### src/rtl/irl_pkg.sv
// ----------------------------------------------------------------------------
// irl_pkg: shared types and constants of the innermost rectangle locator
// Holds the table size, field widths and the structs that pass between the
// top level and the row of area cells.
// ----------------------------------------------------------------------------
package irl_pkg;

	localparam int MAX_AREAS    = 64;
	localparam int IDX_W        = $clog2(MAX_AREAS);
	localparam int CNT_W        = 7;
	localparam int PATH_ID_BITS = 16;
	localparam int COORD_W      = 32;
	localparam int DBL_W        = COORD_W + 2;
	localparam int SURF_W       = 2 * COORD_W;

	// Straightened area entry broadcast to the cells on a write beat.
	typedef struct packed {
		logic signed [COORD_W-1:0] left;
		logic signed [COORD_W-1:0] right;
		logic signed [COORD_W-1:0] top;
		logic signed [COORD_W-1:0] bottom;
		logic signed [COORD_W-1:0] depth;
		logic [PATH_ID_BITS-1:0]   path;
	} area_t;

	// Query held stable while it walks the row.
	typedef struct packed {
		logic signed [DBL_W-1:0]  cx2;
		logic signed [DBL_W-1:0]  cy2;
		logic [PATH_ID_BITS-1:0]  cur;
	} query_t;

	// Best candidate so far, handed from cell to cell.
	typedef struct packed {
		logic                      found;
		logic                      claimed;
		logic [PATH_ID_BITS-1:0]   path;
		logic [SURF_W-1:0]         surf;
		logic signed [COORD_W-1:0] depth;
	} best_t;

endpackage

### src/rtl/irl_cell.sv
// ----------------------------------------------------------------------------
// irl_cell: one table entry of the innermost rectangle locator
// Stores one area, tests the query centre against it and merges its own
// candidate into the best result coming from the previous cell.
// ----------------------------------------------------------------------------
module irl_cell import irl_pkg::*; (
	input  logic   clk,
	input  logic   arst_n,
	input  logic   wr_en,
	input  area_t  wr_area,
	input  logic   in_use,
	input  query_t query,
	input  best_t  best_in,
	output best_t  best_out
);

	area_t                   entry_q;
	logic                    hit_q;
	logic                    claim_q;
	logic [SURF_W-1:0]       surf_q;

	logic                    named;
	logic                    hit;
	logic signed [DBL_W-1:0] l2, r2, t2, b2;
	logic signed [COORD_W:0] wdiff, hdiff;
	logic                    take;
	best_t                   best_nx;

	// Entry storage, written on an area write beat aimed at this cell.
	always_ff @(posedge clk) begin
		if (wr_en) begin
			entry_q <= wr_area;
		end
	end

	// Containment test against doubled edges; edges count as inside.
	always_comb begin
		named = in_use && (entry_q.path != '0);
		l2    = {{(DBL_W-COORD_W){entry_q.left[COORD_W-1]}}, entry_q.left} <<< 1;
		r2    = {{(DBL_W-COORD_W){entry_q.right[COORD_W-1]}}, entry_q.right} <<< 1;
		t2    = {{(DBL_W-COORD_W){entry_q.top[COORD_W-1]}}, entry_q.top} <<< 1;
		b2    = {{(DBL_W-COORD_W){entry_q.bottom[COORD_W-1]}}, entry_q.bottom} <<< 1;
		wdiff = {entry_q.right[COORD_W-1], entry_q.right}
			- {entry_q.left[COORD_W-1], entry_q.left};
		hdiff = {entry_q.bottom[COORD_W-1], entry_q.bottom}
			- {entry_q.top[COORD_W-1], entry_q.top};
		hit   = named && (entry_q.right > entry_q.left) && (entry_q.bottom > entry_q.top)
			&& (query.cx2 >= l2) && (query.cx2 <= r2)
			&& (query.cy2 >= t2) && (query.cy2 <= b2);
	end

	// Candidate stage: hit flag, path claim and the area product.
	always_ff @(posedge clk or negedge arst_n) begin
		if (!arst_n) begin
			hit_q   <= 1'b0;
			claim_q <= 1'b0;
		end else begin
			hit_q   <= hit;
			claim_q <= named && (entry_q.path == query.cur);
		end
	end

	always_ff @(posedge clk) begin
		surf_q <= SURF_W'(wdiff[COORD_W-1:0]) * SURF_W'(hdiff[COORD_W-1:0]);
	end

	// Merge stage: a smaller area wins, then a strictly larger depth.
	always_comb begin
		take = hit_q && (!best_in.found || (surf_q < best_in.surf)
			|| ((surf_q == best_in.surf) && (entry_q.depth > best_in.depth)));
		best_nx         = best_in;
		best_nx.claimed = best_in.claimed | claim_q;
		if (take) begin
			best_nx.found = 1'b1;
			best_nx.path  = entry_q.path;
			best_nx.surf  = surf_q;
			best_nx.depth = entry_q.depth;
		end
	end

	always_ff @(posedge clk or negedge arst_n) begin
		if (!arst_n) begin
			best_out <= '0;
		end else begin
			best_out <= best_nx;
		end
	end

endmodule

### config.mk
export PLATFORM = sky130hd
export DESIGN_NAME = irl_cell
export DESIGN_NICKNAME = d
export VERILOG_FILES = /design/src/rtl/irl_pkg.sv /design/src/rtl/irl_cell.sv
export SDC_FILE = /design/constraint.sdc
export NUM_CORES = 2
export LEC_CHECK = 0
export ABC_AREA = 1
export CAP_MARGIN = 0
export CORE_MARGIN = 2
export CORE_UTILIZATION = 45
export DETAILED_ROUTE_END_ITERATION = 12
export DONT_BUFFER_PORTS = 1
export SYNTH_ARGS = -nofsm -noshare
export SYNTH_HDL_FRONTEND = slang
export SYNTH_SLANG_ARGS = --single-unit
### constraint.sdc
create_clock -name clk -period 18.5 [get_ports clk]
set_input_delay 4.625 -clock clk [delete_from_list [all_inputs] [get_ports clk]]
set_output_delay 4.625 -clock clk [all_outputs]
set_load 0.02 [all_outputs]
==> impl_metrics.env <==
export IMPL_finalCritPeriodShare_pct=55.0
export IMPL_post_route_min_period_ps=10180
export IMPL_grt_pass1_vias=45500
export IMPL_tightest_slew_ps=1210
export IMPL_dpl_cell_count=7998
export IMPL_rows=127
export IMPL_io_buffers=0
export IMPL_start_util_pct=45.3
export IMPL_hpwl_um=144000
export IMPL_die_area_sq_um=124000
export IMPL_crit_arrival_ps=10720
export IMPL_endpoint_kind="flop"
export IMPL_coreArea_sq_um=120000
export IMPL_hold_viol=0
export IMPL_final_layout_size_suffix_gt1_share_pct=3.12
export IMPL_via_count=43400
export IMPL_critical_path_class="flop to flop"
export IMPL_drt_pass1_iterations=6
export IMPL_clock_latency_ps=630
export IMPL_clk_pin_slew_ps=60
export IMPL_avgSynthCellArea_sq_um=8.35
export IMPL_hold_buffers=0
export IMPL_drc=0
export IMPL_yosysSeqAreaShare_pct=17.4
export IMPL_postCtsResizedCells=0
export IMPL_wl_per_cell_um=21.9
export IMPL_detail_route_antenna_nets=0
export IMPL_worst_r2r_cell_count=31
export IMPL_synth_nets=8348
export IMPL_ys_flop_type="edfxtp_1"
export IMPL_synth_seq_cells=356
export IMPL_totalWireLength_um=177000
export IMPL_die_y_um=352
export IMPL_dieWidth_um=352
export IMPL_critical_path_slowest_cell="inv_1"
export IMPL_synth_edff_count=176
export IMPL_holdPathStages=2
export IMPL_cts_buffers=43
export IMPL_slew_viol_final=0
export IMPL_root_buffer="clkbuf_16"
export IMPL_final_cell_mix="inv_1, nand2_1, fa_1"
export IMPL_via_per_inst=5.37
export IMPL_yosys_warnings=0
export IMPL_grt_max_degree=177
export IMPL_yosys_top_cells_area="fa_1, ha_1, inv_1"
export IMPL_grt_ovfl_total=0
export IMPL_cp_max_fo=22
export IMPL_cpPeakStageDelay_ps=1020
export IMPL_netlist_instances=6516
export IMPL_antenna_found_initial=9
export IMPL_htreeDepth=2
export IMPL_gp_congestion=0.953
export IMPL_critPathRequiredTime_ps=19050
export IMPL_netlist_area_sq_um=54400
export IMPL_outcome="finished clean"
export IMPL_final_cells=8082
export IMPL_fmax_mhz=98.3
export IMPL_final_net_count=8263
export IMPL_max_cap_viol_count=0
export IMPL_fin_skew_ps=28.6
export IMPL_maxSlewHeadroom_pct=19.1
export IMPL_netlist_area_leader_share_pct=33.1
export IMPL_grt_pass1_wl_um=269000
export IMPL_final_common_cell="inv_1"
export IMPL_synth_cell_types=55
export IMPL_post_cts_buffers=0
export IMPL_cpMostUsedCell="fa_1"
export IMPL_fillCellCount=11700
export IMPL_drtIter0Drc=3378
export IMPL_postLayoutCoreUtil_pct=47.9
export IMPL_setup_violations=0
export IMPL_ioPinCount=492
export IMPL_syn2layout_area_growth_pct=5.66
export IMPL_gr_usage_all_layers_pct=29.0
export IMPL_finalSetupTns_ps=0
export IMPL_cts_tree="built"
export IMPL_synth_top_cell_by_area="fa_1"
export IMPL_async_reset_ff_share_pct=32.6
export IMPL_hold_class="flop to flop"
export IMPL_rsz0062_at_grt="no"
export IMPL_cts_sinks=356
export IMPL_cts_path_max_buffers=3
export IMPL_cp_start_kind="flop"
## Yosys cell counts (4+ instances only)
cell	n
o21a_1	14
a21o_1	27
o211ai_1	7
ha_1	556
a21boi_0	8
nor3_1	39
buf_2	82
dfrtp_1	116
nor4_1	21
inv_1	1415
nand2_1	1281
nand2_2	13
inv_2	23
a21oi_2	5
xnor2_1	25
nor2_1	843
a31oi_1	15
o21ai_0	116
nand3b_1	8
clkinv_1	9
nand3_1	223
a211oi_1	4
or2_2	10
o21bai_1	13
dfxtp_1	64
or2_1	5
buf_4	15
o21ai_1	4
clkbuf_1	81
edfxtp_1	176
buf_1	4
xor2_2	9
nand4_1	43
xor2_1	65
fa_1	898
a21oi_1	248
## flip-flops by register name (all words and copies together), names as in the netlist
signal	count
b2	32
best_out	114
claim_q	1
entry_q	144
hit_q	1
surf_q	64
## per-layer routing
layer	vias up	global-route usage, %	part of all wire, %
met5	-	0	0.032
met4	8	13.6	5.4
met3	430	6.03	8.9
met2	1950	48.8	47
met1	21500	35.8	39
li1	19500	-	-
## worst max-delay path: cells and delay by family, from the launching register on
kind / cells / cell delay, ps
adders and majority gates: 10 / 4880
AOI/OAI and AO/OA: 10 / 2440
buffers and inverters: 4 / 1230
and+or+nand+nor: 6 / 900
DFF: 1 / 390
xor gates and xnor gates: 1 / 180
## final cells by class
| type | count | area, sq um | area share (%) |
|---|---|---|---|
| clock inverters | 22 | 243 | 0.422 |
| repair buffers | 54 | 405 | 0.705 |
| multi-input cells | 4529 | 38700 | 67.4 |
| inverters | 1447 | 5430 | 9.45 |
| well taps | 1612 | 2020 | 3.51 |
| diodes | 5 | 12.5 | 0.0218 |
| flip-flops and latches | 356 | 9470 | 16.5 |
| clock buffers | 57 | 1170 | 2.03 |
## kinds of logic (layout without fill, tap and decap cells)
family                     Yosys count  in the layout  share of synthesized area, %
xor gates and xnor gates           102            102                          1.85
and+or+nand+nor                   2499           2499                          18.4
buffers and inverters             1631           1580                          11.6
other                                0              5                             0
DFF                                356            356                          17.4
AOI/OAI and AO/OA                  474            474                          4.88
adders and majority gates         1454           1454                          45.8
## path summary, 6_finish.rpt
check	start	to	slack (ps)
worst max-delay path	entry_q[114]	surf_q[39]	8320
worst min-delay path	surf_q[18]	best_out[50]	450
worst max register to register	entry_q[114]	surf_q[39]	8320
worst min register to register	surf_q[18]	best_out[50]	450
max in group asynchronous	arst_n	best_out[72]	14590
min in group asynchronous	arst_n	best_out[18]	3700
## stage by stage
| step | hold slack, ps | cell area (sq um) | setup WS (ps) |
|---|---|---|---|
| 2_1_floorplan | 413 | 54400 | 10600 |
| 3_3_place_gp | 421 | 56000 | 8500 |
| 3_5_place_dp | 440 | 56000 | 8480 |
| 4_1_cts | 453 | 57500 | 8440 |
| 5_1_grt | 455 | 57500 | 7700 |
| 6_report | 450 | 57500 | 8320 |
Power is left out: the tool's default activity adds up to more than one toggle a clock period on the data nets, which glitch-free logic cannot reach.
